[src/rtl/biquad_iir_filter_macros.svh]
// assertion helpers shared by the rtl
`ifndef BIQUAD_IIR_FILTER_MACROS_SVH
`define BIQUAD_IIR_FILTER_MACROS_SVH

// same-cycle implication, held off during reset
`define BQF_ASSERT_NOW(label, clk, rst, ante, cons) \
  label: assert property (@(posedge clk) disable iff (rst) (ante) |-> (cons)) \
    else $error("biquad check failed");

// next-cycle implication, held off during reset
`define BQF_ASSERT_NEXT(label, clk, rst, ante, cons) \
  label: assert property (@(posedge clk) disable iff (rst) (ante) |=> (cons)) \
    else $error("biquad check failed");

`endif

[src/rtl/bqf_pkg.sv]
`timescale 1ns / 1ps
package bqf_pkg;

  // field and datapath widths
  localparam int SAMPLE_WIDTH    = 16;
  localparam int COEF_WIDTH      = 18;
  localparam int COEF_FRAC_BITS  = 14;
  localparam int DELAY_WIDTH     = SAMPLE_WIDTH + COEF_WIDTH + 2;
  localparam int ACC_WIDTH       = DELAY_WIDTH + 2;
  localparam int PROD_WIDTH      = SAMPLE_WIDTH + COEF_WIDTH;
  localparam int SHIFT_WIDTH     = ACC_WIDTH - COEF_FRAC_BITS;
  localparam int NUM_COEFS       = 5;
  localparam int CFG_INDEX_WIDTH = $clog2(NUM_COEFS);

  // register indexes
  localparam logic [CFG_INDEX_WIDTH-1:0] REG_FF_COEF_0 = CFG_INDEX_WIDTH'(0);
  localparam logic [CFG_INDEX_WIDTH-1:0] REG_FF_COEF_1 = CFG_INDEX_WIDTH'(1);
  localparam logic [CFG_INDEX_WIDTH-1:0] REG_FF_COEF_2 = CFG_INDEX_WIDTH'(2);
  localparam logic [CFG_INDEX_WIDTH-1:0] REG_FB_COEF_1 = CFG_INDEX_WIDTH'(3);
  localparam logic [CFG_INDEX_WIDTH-1:0] REG_FB_COEF_2 = CFG_INDEX_WIDTH'(4);

  // unity gain a0 after reset
  localparam logic signed [COEF_WIDTH-1:0] COEF_UNITY =
    COEF_WIDTH'(2 ** COEF_FRAC_BITS);

  // half an lsb of the output, for round to nearest
  localparam logic signed [ACC_WIDTH-1:0] ROUND_HALF =
    ACC_WIDTH'(2 ** (COEF_FRAC_BITS - 1));

  // saturation bounds
  localparam logic signed [SAMPLE_WIDTH-1:0] SAMPLE_MAX = {1'b0, {(SAMPLE_WIDTH-1){1'b1}}};
  localparam logic signed [SAMPLE_WIDTH-1:0] SAMPLE_MIN = {1'b1, {(SAMPLE_WIDTH-1){1'b0}}};

  // sequencer states
  typedef enum logic [2:0] {
    ST_IDLE,
    ST_MUL_A0,
    ST_ROUND,
    ST_SAT,
    ST_FB1,
    ST_FB2,
    ST_FIN,
    ST_OUT
  } state_t;

  // control of the shared multiply-add unit
  typedef struct packed {
    logic mul_en;
    logic sub;
    logic round;
  } mac_ctrl_t;

endpackage

[src/rtl/bqf_if.sv]
`timescale 1ns / 1ps
// input sample channel
interface bqf_in_if;
  logic                                     valid;
  logic                                     ready;
  logic signed [bqf_pkg::SAMPLE_WIDTH-1:0]  sample_in;

  modport source (output valid, output sample_in, input ready);
  modport sink   (input valid, input sample_in, output ready);
endinterface

// filtered sample channel
interface bqf_out_if;
  logic                                     valid;
  logic                                     ready;
  logic signed [bqf_pkg::SAMPLE_WIDTH-1:0]  sample_out;
  logic                                     clipped;

  modport source (output valid, output sample_out, output clipped, input ready);
  modport sink   (input valid, input sample_out, input clipped, output ready);
endinterface

[src/rtl/bqf_mac.sv]
`timescale 1ns / 1ps
module bqf_mac (
  input  logic                                    clk,
  input  bqf_pkg::mac_ctrl_t                      ctrl,
  input  logic signed [bqf_pkg::SAMPLE_WIDTH-1:0] mul_a,
  input  logic signed [bqf_pkg::COEF_WIDTH-1:0]   mul_b,
  input  logic signed [bqf_pkg::ACC_WIDTH-1:0]    add_a,
  input  logic signed [bqf_pkg::ACC_WIDTH-1:0]    add_b,
  output logic signed [bqf_pkg::ACC_WIDTH-1:0]    prod,
  output logic signed [bqf_pkg::ACC_WIDTH-1:0]    sum
);

  logic signed [bqf_pkg::PROD_WIDTH-1:0] prod_reg;
  logic signed [bqf_pkg::ACC_WIDTH-1:0]  add_b_eff;
  logic signed [bqf_pkg::ACC_WIDTH-1:0]  round_term;

  // registered multiplier
  always_ff @(posedge clk) begin
    if (ctrl.mul_en) begin
      prod_reg <= mul_a * mul_b;
    end
  end

  assign prod = {{(bqf_pkg::ACC_WIDTH - bqf_pkg::PROD_WIDTH){prod_reg[bqf_pkg::PROD_WIDTH-1]}},
                 prod_reg};

  // add or subtract, with optional rounding offset
  assign add_b_eff  = ctrl.sub ? -add_b : add_b;
  assign round_term = ctrl.round ? bqf_pkg::ROUND_HALF : '0;
  assign sum        = add_a + add_b_eff + round_term;

endmodule

[src/rtl/biquad_iir_filter.sv]
`timescale 1ns / 1ps
// Second-order IIR section, transposed direct form II, fixed point.
// sample_ch carries one signed sample per beat; result_ch returns one
// filtered sample per beat with a clipped flag set when the rounded output
// had to be saturated. Coefficients (a0 a1 a2 b1 b2, 14 fraction bits) are
// written through cfg_we / cfg_index / cfg_data; any write to a valid index
// also clears both delay registers, other indexes are ignored.
// Sequence: a sample is taken in the idle state, then one shared 16x18
// multiplier and one 38-bit adder run five products and four sums over six
// sequencer steps; the result is then loaded into the output register in a
// final output step. The block returns to the idle state after the load and
// takes a new sample only there, so it does not accept the next sample until
// it is through with the last one.
// A stalled receiver holds the result register; an already loaded result
// does not stop the next sample, but the block waits in its last step until
// the output register is free.
// Reset (rst, synchronous) empties the output, restores a0 to 1.0, the other
// coefficients to zero and clears both delays.
`include "biquad_iir_filter_macros.svh"

module biquad_iir_filter (
  input  logic                                  clk,
  input  logic                                  rst,
  input  logic                                  cfg_we,
  input  logic [bqf_pkg::CFG_INDEX_WIDTH-1:0]   cfg_index,
  input  logic [bqf_pkg::COEF_WIDTH-1:0]        cfg_data,
  bqf_in_if.sink                                sample_ch,
  bqf_out_if.source                             result_ch
);

  bqf_pkg::state_t state, state_next;

  logic signed [bqf_pkg::COEF_WIDTH-1:0]   ff_coef_0, ff_coef_1, ff_coef_2;
  logic signed [bqf_pkg::COEF_WIDTH-1:0]   fb_coef_1, fb_coef_2;
  logic signed [bqf_pkg::DELAY_WIDTH-1:0]  delay_first, delay_second;
  logic signed [bqf_pkg::SAMPLE_WIDTH-1:0] x_reg, y_reg;
  logic                                    clip_reg;
  logic signed [bqf_pkg::ACC_WIDTH-1:0]    acc;

  logic                                    out_valid;
  logic signed [bqf_pkg::SAMPLE_WIDTH-1:0] out_sample;
  logic                                    out_clip;

  bqf_pkg::mac_ctrl_t                      mac_ctrl;
  logic signed [bqf_pkg::SAMPLE_WIDTH-1:0] mul_a;
  logic signed [bqf_pkg::COEF_WIDTH-1:0]   mul_b;
  logic signed [bqf_pkg::ACC_WIDTH-1:0]    add_a, add_b, prod, sum;

  logic                                    in_beat;
  logic                                    out_load;
  logic                                    cfg_hit;

  logic signed [bqf_pkg::SHIFT_WIDTH-1:0]  shifted;
  logic                                    sat_hi, sat_lo;
  logic signed [bqf_pkg::SAMPLE_WIDTH-1:0] y_sat;

  assign in_beat  = sample_ch.valid && sample_ch.ready;
  assign out_load = (state == bqf_pkg::ST_OUT) && (!out_valid || result_ch.ready);
  assign cfg_hit  = cfg_we && (cfg_index < bqf_pkg::CFG_INDEX_WIDTH'(bqf_pkg::NUM_COEFS));

  // shared multiply-add unit
  bqf_mac u_mac (
    .clk   (clk),
    .ctrl  (mac_ctrl),
    .mul_a (mul_a),
    .mul_b (mul_b),
    .add_a (add_a),
    .add_b (add_b),
    .prod  (prod),
    .sum   (sum)
  );

  // next state
  always_comb begin
    state_next = state;
    unique case (state)
      bqf_pkg::ST_IDLE:   if (in_beat) state_next = bqf_pkg::ST_MUL_A0;
      bqf_pkg::ST_MUL_A0: state_next = bqf_pkg::ST_ROUND;
      bqf_pkg::ST_ROUND:  state_next = bqf_pkg::ST_SAT;
      bqf_pkg::ST_SAT:    state_next = bqf_pkg::ST_FB1;
      bqf_pkg::ST_FB1:    state_next = bqf_pkg::ST_FB2;
      bqf_pkg::ST_FB2:    state_next = bqf_pkg::ST_FIN;
      bqf_pkg::ST_FIN:    state_next = bqf_pkg::ST_OUT;
      bqf_pkg::ST_OUT:    if (out_load) state_next = bqf_pkg::ST_IDLE;
      default:            state_next = bqf_pkg::ST_IDLE;
    endcase
  end

  // operand selection for the shared unit
  always_comb begin
    mac_ctrl = '0;
    mul_a    = x_reg;
    mul_b    = ff_coef_0;
    add_a    = acc;
    add_b    = prod;
    unique case (state)
      bqf_pkg::ST_MUL_A0: begin
        mac_ctrl.mul_en = 1'b1;
      end
      bqf_pkg::ST_ROUND: begin
        // acc = x*a0 + s1 + half lsb, start x*a1
        mac_ctrl.mul_en = 1'b1;
        mac_ctrl.round  = 1'b1;
        mul_b = ff_coef_1;
        add_a = {{(bqf_pkg::ACC_WIDTH - bqf_pkg::DELAY_WIDTH){delay_first[bqf_pkg::DELAY_WIDTH-1]}},
                 delay_first};
      end
      bqf_pkg::ST_SAT: begin
        // acc = x*a1 + s2, start x*a2
        mac_ctrl.mul_en = 1'b1;
        mul_b = ff_coef_2;
        add_a = {{(bqf_pkg::ACC_WIDTH - bqf_pkg::DELAY_WIDTH){delay_second[bqf_pkg::DELAY_WIDTH-1]}},
                 delay_second};
      end
      bqf_pkg::ST_FB1: begin
        mac_ctrl.mul_en = 1'b1;
        mul_a = y_reg;
        mul_b = fb_coef_1;
      end
      bqf_pkg::ST_FB2: begin
        // s1' = acc - b1*y, start b2*y
        mac_ctrl.mul_en = 1'b1;
        mac_ctrl.sub    = 1'b1;
        mul_a = y_reg;
        mul_b = fb_coef_2;
      end
      bqf_pkg::ST_FIN: begin
        // s2' = x*a2 - b2*y
        mac_ctrl.sub = 1'b1;
        add_a = {{(bqf_pkg::ACC_WIDTH - bqf_pkg::DELAY_WIDTH){delay_second[bqf_pkg::DELAY_WIDTH-1]}},
                 delay_second};
      end
      bqf_pkg::ST_IDLE, bqf_pkg::ST_OUT: begin
      end
      default: begin
      end
    endcase
  end

  // rounding shift and saturation of the accumulator
  assign shifted = acc[bqf_pkg::ACC_WIDTH-1:bqf_pkg::COEF_FRAC_BITS];
  assign sat_hi  = !shifted[bqf_pkg::SHIFT_WIDTH-1]
                   && (|shifted[bqf_pkg::SHIFT_WIDTH-2:bqf_pkg::SAMPLE_WIDTH-1]);
  assign sat_lo  = shifted[bqf_pkg::SHIFT_WIDTH-1]
                   && !(&shifted[bqf_pkg::SHIFT_WIDTH-2:bqf_pkg::SAMPLE_WIDTH-1]);
  always_comb begin
    priority if (sat_hi) begin
      y_sat = bqf_pkg::SAMPLE_MAX;
    end else if (sat_lo) begin
      y_sat = bqf_pkg::SAMPLE_MIN;
    end else begin
      y_sat = shifted[bqf_pkg::SAMPLE_WIDTH-1:0];
    end
  end

  // sequencer state
  always_ff @(posedge clk) begin
    if (rst) begin
      state <= bqf_pkg::ST_IDLE;
    end else begin
      state <= state_next;
    end
  end

  // coefficients and delay line
  always_ff @(posedge clk) begin
    if (rst) begin
      ff_coef_0    <= bqf_pkg::COEF_UNITY;
      ff_coef_1    <= '0;
      ff_coef_2    <= '0;
      fb_coef_1    <= '0;
      fb_coef_2    <= '0;
      delay_first  <= '0;
      delay_second <= '0;
    end else if (cfg_hit) begin
      unique case (cfg_index)
        bqf_pkg::REG_FF_COEF_0: ff_coef_0 <= cfg_data;
        bqf_pkg::REG_FF_COEF_1: ff_coef_1 <= cfg_data;
        bqf_pkg::REG_FF_COEF_2: ff_coef_2 <= cfg_data;
        bqf_pkg::REG_FB_COEF_1: fb_coef_1 <= cfg_data;
        bqf_pkg::REG_FB_COEF_2: fb_coef_2 <= cfg_data;
        default: begin
        end
      endcase
      delay_first  <= '0;
      delay_second <= '0;
    end else begin
      unique case (state)
        bqf_pkg::ST_FB1: delay_second <= prod[bqf_pkg::DELAY_WIDTH-1:0];
        bqf_pkg::ST_FB2: delay_first  <= sum[bqf_pkg::DELAY_WIDTH-1:0];
        bqf_pkg::ST_FIN: delay_second <= sum[bqf_pkg::DELAY_WIDTH-1:0];
        default: begin
        end
      endcase
    end
  end

  // working registers
  always_ff @(posedge clk) begin
    if (in_beat) begin
      x_reg <= sample_ch.sample_in;
    end
    if (state == bqf_pkg::ST_ROUND || state == bqf_pkg::ST_SAT) begin
      acc <= sum;
    end
    if (state == bqf_pkg::ST_SAT) begin
      y_reg    <= y_sat;
      clip_reg <= sat_hi || sat_lo;
    end
  end

  // output register
  always_ff @(posedge clk) begin
    if (rst) begin
      out_valid <= 1'b0;
    end else if (out_load) begin
      out_valid <= 1'b1;
    end else if (result_ch.ready) begin
      out_valid <= 1'b0;
    end
  end

  always_ff @(posedge clk) begin
    if (out_load) begin
      out_sample <= y_reg;
      out_clip   <= clip_reg;
    end
  end

  assign sample_ch.ready      = (state == bqf_pkg::ST_IDLE);
  assign result_ch.valid      = out_valid;
  assign result_ch.sample_out = out_sample;
  assign result_ch.clipped    = out_clip;

  // checks
  `BQF_ASSERT_NEXT(a_accept_starts, clk, rst, in_beat, state == bqf_pkg::ST_MUL_A0)
  `BQF_ASSERT_NEXT(a_load_gives_valid, clk, rst, out_load, result_ch.valid)
  `BQF_ASSERT_NOW(a_clip_at_bound, clk, rst, result_ch.valid && result_ch.clipped,
    result_ch.sample_out == bqf_pkg::SAMPLE_MAX || result_ch.sample_out == bqf_pkg::SAMPLE_MIN)
  `BQF_ASSERT_NEXT(a_cfg_clears_delays, clk, rst, cfg_hit,
    delay_first == '0 && delay_second == '0)

endmodule
[src/flat_wrapper.sv]
// flat-port wrapper written by rule: the top's interface ports become plain ports
module biquad_iir_filter_flat 
  (clk, rst, cfg_we, cfg_index, cfg_data, sample_ch_valid, sample_ch_sample_in, sample_ch_ready, result_ch_valid, result_ch_sample_out, result_ch_clipped, result_ch_ready);
  bqf_in_if sample_ch_i ();
  bqf_out_if result_ch_i ();
  input  logic clk;
  input  logic rst;
  input  logic cfg_we;
  input  logic [bqf_pkg::CFG_INDEX_WIDTH-1:0] cfg_index;
  input  logic [bqf_pkg::COEF_WIDTH-1:0] cfg_data;
  input wire logic [$bits(sample_ch_i.valid)-1:0] sample_ch_valid;
  input wire logic [$bits(sample_ch_i.sample_in)-1:0] sample_ch_sample_in;
  output wire logic [$bits(sample_ch_i.ready)-1:0] sample_ch_ready;
  output wire logic [$bits(result_ch_i.valid)-1:0] result_ch_valid;
  output wire logic [$bits(result_ch_i.sample_out)-1:0] result_ch_sample_out;
  output wire logic [$bits(result_ch_i.clipped)-1:0] result_ch_clipped;
  input wire logic [$bits(result_ch_i.ready)-1:0] result_ch_ready;
  assign sample_ch_i.valid = sample_ch_valid;
  assign sample_ch_i.sample_in = sample_ch_sample_in;
  assign sample_ch_ready = sample_ch_i.ready;
  assign result_ch_valid = result_ch_i.valid;
  assign result_ch_sample_out = result_ch_i.sample_out;
  assign result_ch_clipped = result_ch_i.clipped;
  assign result_ch_i.ready = result_ch_ready;
  biquad_iir_filter u_core (.clk(clk), .rst(rst), .cfg_we(cfg_we), .cfg_index(cfg_index), .cfg_data(cfg_data), .sample_ch(sample_ch_i), .result_ch(result_ch_i));
endmodule
[config.mk]
export PLATFORM = sky130hd
export DESIGN_NAME = biquad_iir_filter_flat
export DESIGN_NICKNAME = d
export VERILOG_FILES = /design/src/rtl/bqf_pkg.sv /design/src/rtl/bqf_if.sv /design/src/rtl/bqf_mac.sv /design/src/rtl/biquad_iir_filter.sv /design/src/flat_wrapper.sv
export VERILOG_INCLUDE_DIRS = /design/src /design/src/rtl
export SDC_FILE = /design/constraint.sdc
export NUM_CORES = 2
export LEC_CHECK = 0
export ABC_AREA = 1
export BUFFER_PORTS_ARGS = -buffer_cell sky130_fd_sc_hd__buf_2
export CORE_MARGIN = 4
export CORE_UTILIZATION = 40
export CTS_BUF_LIST = sky130_fd_sc_hd__clkbuf_4 sky130_fd_sc_hd__clkbuf_8 sky130_fd_sc_hd__clkbuf_16
export DETAILED_ROUTE_END_ITERATION = 6
export GPL_ROUTABILITY_DRIVEN = 1
export REMOVE_ABC_BUFFERS = 1
export SETUP_SLACK_MARGIN = 0.15
export SKIP_LAST_GASP = 1
export SYNTH_ARGS = -nofsm -noshare
export SYNTH_HDL_FRONTEND = slang
export SYNTH_SLANG_ARGS = --single-unit
export TNS_END_PERCENT = 100
[constraint.sdc]
create_clock -name clk -period 14.2 [get_ports clk]
set_clock_uncertainty 0.2 [all_clocks]
set_input_delay 1.42 -clock clk [delete_from_list [all_inputs] [get_ports clk]]
set_output_delay 1.42 -clock clk [all_outputs]
set_load 0.05 [all_outputs]
# After elaboration in Yosys (flattened, before gate mapping)
# Index checks and enable logic that the tools add are counted.
# word_totals
reg_bits,288
inputBits,42
wordCells,77
# op_classes
addsub,3
mul,1
n_lt_le_gt_ge,1
n_eq_ne,13
mux,15
reduce_logical,28
# ops
op,count
$pmux 38 s2,1
$pmux 18 s4,1
$pmux 36 s2,1
$add 38x15->38,1
$add 38x38->38,1
$mux 38,1
$neg 34->38,1
$mul 16x18->34,1
$mux 16,2
$pmux 3 s8,1
$eq 3x3->1 const B,5
$mux 14,1
$eq 3x2->1 const B,4
$reduce_and 2->1,6
$reduce_and 8->1,1
$reduce_or 2->1,4
$reduce_or 8->1,1
$eq 3x1->1 const B,2
$logic_not 3->1,2
$mux 3,2
$logic_and 1x1->1,5
$mux 1,5
$reduce_or 5->1,1
$reduce_bool 2->1,2
other kinds (5),9

# Depth between registers and ports, before layout
# logic_depth
depth_word,7
ltp_mapped,37
ltp_nobuf,36

# Hierarchy
# Synthesis repeated with hierarchy kept, for this count alone.
# hier_totals
cells_unflattened,3857
hier_area_um2,28542.4
# by_module_without_submodules
mod,n_inst,cells_per_inst,area_per_inst_um2,seq_area_each_um2
bqf_mac,1,2370,17030.1,1021.0
biquad_iir_filter,1,1487,11512.3,5965.7

# Worst setup path before layout
# No wires, ideal clock.
# synth_timing
path_kind,register to register
start,register u_core.state[0]
end,register u_core.u_mac.prod_reg[33] in the netlist's numbering (data pin)
setup_time_ps,253
arrival_ps,6756
setup_slack_ps,6992
path_stages_with_launch,32
path_buffers,2
path_cell_list,dfxtp_1 inv_1 ha_1 inv_2 nor2_8 nor2_2 inv_2 nor2_4 inv_6 buf_12 nand2_2 o21ai_2 buf_6 nor2_4 fa_1 fa_1 fa_1 fa_1 inv_1 fa_1 fa_1 inv_1 ha_1 inv_1 nor3_1 nand2_1 nor4_1 nand2_1 nand2_1 nand2_1 inv_1 nor2_1
# synth_between
elab_chain_len,4
# synth_rtl
item,line,text
start: declaration,biquad_iir_filter.sv:31,"bqf_pkg::state_t state, state_next;"
start signal: assignment,biquad_iir_filter.sv:159,state <= bqf_pkg::ST_IDLE;
start signal: assignment,biquad_iir_filter.sv:161,state <= state_next;
$eq 3x3->1,biquad_iir_filter.sv:96,unique case (state)
$reduce_or 2->1 (no line),-,
$mux 16,biquad_iir_filter.sv:96,
$mul 16x18->34 *,bqf_mac.sv:20,prod_reg <= mul_a * mul_b;
end signal: assignment,bqf_mac.sv:20,
end: declaration,bqf_mac.sv:13,logic signed [bqf_pkg::PROD_WIDTH-1:0] prod_reg;
# Mark *: on every way between the ends. The rest lies on a longest branch, timed or not.
# A chain may end at the register's enable or synchronous reset.

# Final worst setup path
# layout_timing
start,register u_core.state[2]
end,register u_core.u_mac.prod_reg[33] in the netlist's numbering (data pin)
# The elaborated chain is that of the path after synthesis.

==> run summary <==
============================================================================================
Launching element type of the critical path                                        flip-flop
Metal1 wirelength                                                                   34200 um
Antenna violation net count after detailed routing                                         0
Cts hold-fix bufs                                                                          0
Critical Path RT                                                                    14330 ps
Max-slew headroom                                                                      0.270
Arrival time reported for the critical path endpoint                                 9420 ps
Flip-flop count of the largest register after layout                                      38
Highest achievable clock rate                                                        108 MHz
Initial antenna violation count                                                            0
Element type at the critical path end                                              flip-flop
Run status                                                                         completed
Number of standard cells after synthesis                                                3398
Synth Area in Compound Gates                                                           0.112
Share of the synthesized netlist area taken by xor and xnor gates                     0.0266
Unrepaired setup endpoints after global routing                                        false
Distinct cell type count after synthesis                                                  53
Total of flip-flops plus latches after synthesis                                         288
Number of gates resized after CTS                                                          0
Ranking of synthesized cells by area                                            sky130_fd_sc_hd__fa_1, sky130_fd_sc_hd__edfxtp_1, sky130_fd_sc_hd__dfxtp_1
Area taken by flip-flops and latches                                              6990 sq um
Routed via count                                                                       22000
Area share of the leading cell type in the synthesized netlist                         0.217
Count of final hold-check violations                                                       0
Post-synth ARST share                                                                      0
Routed wire per std cell                                                             18.4 um
Tightest Pin Transition                                                              1090 ps
Cell taking the most area after synthesis                                       sky130_fd_sc_hd__fa_1
Nets                                                                                    3923
Buffering stage count on the worst path with inverters included                           10
H-tree depth                                                                               2
Share of layout cells above drive strength 1                                          0.0721
Final setup violation count                                                                0
I/O pin count                                                                             61
Sequential cell area fraction in the yosys report                                      0.259
TritonCTS clock tree                                                                    done
Cell at the root of the clock tree                                              sky130_fd_sc_hd__clkbuf_16
Critical path peak fanout                                                                 56
Routed wire length on met3                                                           4430 um
Fin crit period                                                                      9300 ps
Final period utilization                                                               0.655
First-pass GRT wire length                                                         125000 um
Mapped cell area                                                                 27000 sq um
Setup CP Type                                                                     reg -> reg
Dominant cell by count in the synthesized netlist                               sky130_fd_sc_hd__inv_1
Count of clock tree sinks                                                                288
Amount of wire on met2 after detailed routing                                       38300 um
Most used flip-flop cell after synthesis                                        sky130_fd_sc_hd__dfxtp_1
Post-DP HPWL                                                                        60700 um
Maximum number of pins on one net before global-route repair                              95
Die Area                                                                         71600 sq um
Clock Latency Late Sink                                                               590 ps
EDFF count, synth                                                                        122
Vias per Instance                                                                       5.09
Number of diodes added for antenna fixing                                                  0
Via count of the first global-routing pass                                             22100
Count of TritonRoute iterations in the first routing pass                                  5
Hold crit path type                                                               reg -> reg
Synth Area in Adders                                                                   0.293
Post-route DRC violation count                                                             0
Warnings from Yosys                                                                        0
Number of pins with negative max-slew slack in the final report                            0
Mux cell area share after synthesis                                                 0.000371
Register with the highest flop count                                              u_core.acc
Longest Clk Path Bufs                                                                      3
Drt initial violations                                                                  1540
Largest family of logic cells by synthesized area                                adder cells
Leading registers by flop count                                                 u_core.acc: 38 flops, u_core.delay_first: 36 flops, u_core.delay_second: 36 flops
Layout overhead on the synthesized area                                                8.26%
Slowest cell on the critical path                                               sky130_fd_sc_hd__dfxtp_1
DIE WIDTH                                                                             268 um
Uppermost routed layer                                                                  met4
Setup slack of the worst register-to-register path                                   4900 ps
Total routed wirelength                                                             79500 um
Starting density of the core                                                           0.406
Global-route usage over all layers                                                     0.223
Cell with the most instances on the worst path                                  sky130_fd_sc_hd__inv_1
Largest stage delay on the critical path                                              750 ps
Number of filler cells placed in the layout                                             6792
Area occupied by multi-input gates                                               16900 sq um
Placer congestion estimate                                                             0.989
Commonest cells in the synthesized netlist                                      sky130_fd_sc_hd__inv_1, sky130_fd_sc_hd__nand2_1, sky130_fd_sc_hd__nor2_1
Height of the die                                                                     268 um
Basic-gate share of the synthesized area counting and, or, nand and nor cells          0.195
Clk pin slew, worst setup/hold paths                                                   60 ps
Crit-path leading delay family                                                   adder cells
FP Rows                                                                                   94
Max Cap Viol                                                                               0
Post-CTS setup buffers                                                                     0
Number of port buffers                                                                    60
Average cell area after synthesis                                                 7.93 sq um
Total negative slack                                                                    0 ps
Inserted Clock Buffers                                                                    35
Total global routing overflow                                                              0
Core area                                                                        66300 sq um
============================================================================================
[layer usage]
layer | vias up | GRT usage
met5 | - | 0
met4 | 0 | 0.0737
met3 | 147 | 0.0312
met2 | 636 | 0.384
met1 | 10500 | 0.289
li1 | 10600 | -
[worst reg2reg max path, delay by kind of cell (launching register included)]
family          cells  cell delay, ps
simple gates       12            1910
buf+inv            10            2130
compound gates      2            1110
fa+ha+maj           7            2970
flops               1             750
[per-stage QoR]
| stage | area, sq um | utilization | hold WS (ps) | cells | setup WS, ps |
|---|---|---|---|---|---|
| after global routing | 29200 | 0.440 | 253 | 4317 | 4340 |
| after floorplan | 26400 | - | 200 | 3301 | 6430 |
| after CTS | 29200 | 0.440 | 234 | 4317 | 4910 |
| after global placement | 28100 | 0.423 | 206 | 4253 | 4990 |
| after detailed placement | 28100 | 0.423 | 220 | 4253 | 4900 |
| final | 29200 | 0.440 | 233 | 4317 | 4900 |
[area by class of cell]
type / count / share of cell area
sequential: 288 / 0.239
clock buffer: 41 / 0.0318
inverter: 674 / 0.0873
timing repair buffer: 88 / 0.0175
tap: 864 / 0.0370
clock inverter: 23 / 0.00682
multi-input combinational: 2339 / 0.580
[logic make-up (layout without fill, tap and decap cells)]
family | after synthesis | in the layout
compound gates | 512 | 512
flops | 288 | 288
xor+xnor | 82 | 82
fa+ha+maj | 455 | 455
simple gates | 1289 | 1289
buf+inv | 771 | 826
mux | 1 | 1
[cells in the final DEF (no fill, tap or decap), drive strengths merged, types with 6 or more instances in the layout]
cell and count:
o21ai 249, xnor2 16, nor2 501, o21bai 10, a22oi 11, dfxtp 166, buf 88, a21o 10
a22o 19, a221oi 8, nand4 25, o211ai 6, nor4 10, nand3 83, nor3 18, a21oi 171
edfxtp 122, nand2 641, a31oi 20, xor2 66, clkbuf 41, fa 292, clkinv 24, ha 163
inv 670
[worst paths after layout]
kind	cells past startpoint	to	start
worst max-delay path	31	u_core.u_mac.prod_reg[33]$_DFFE_PP_	u_core.state[2]$_SDFFE_PP0P_
worst min-delay path	0	u_core.result_ch.clipped$_DFFE_PP_	u_core.clip_reg$_DFFE_PN_
worst max register to register	31	u_core.u_mac.prod_reg[33]$_DFFE_PP_	u_core.state[2]$_SDFFE_PP0P_
worst min register to register	0	u_core.result_ch.clipped$_DFFE_PP_	u_core.clip_reg$_DFFE_PN_
Power is not shown: default switching activity piles up to over one toggle a cycle in this logic, so the estimate is an artifact.
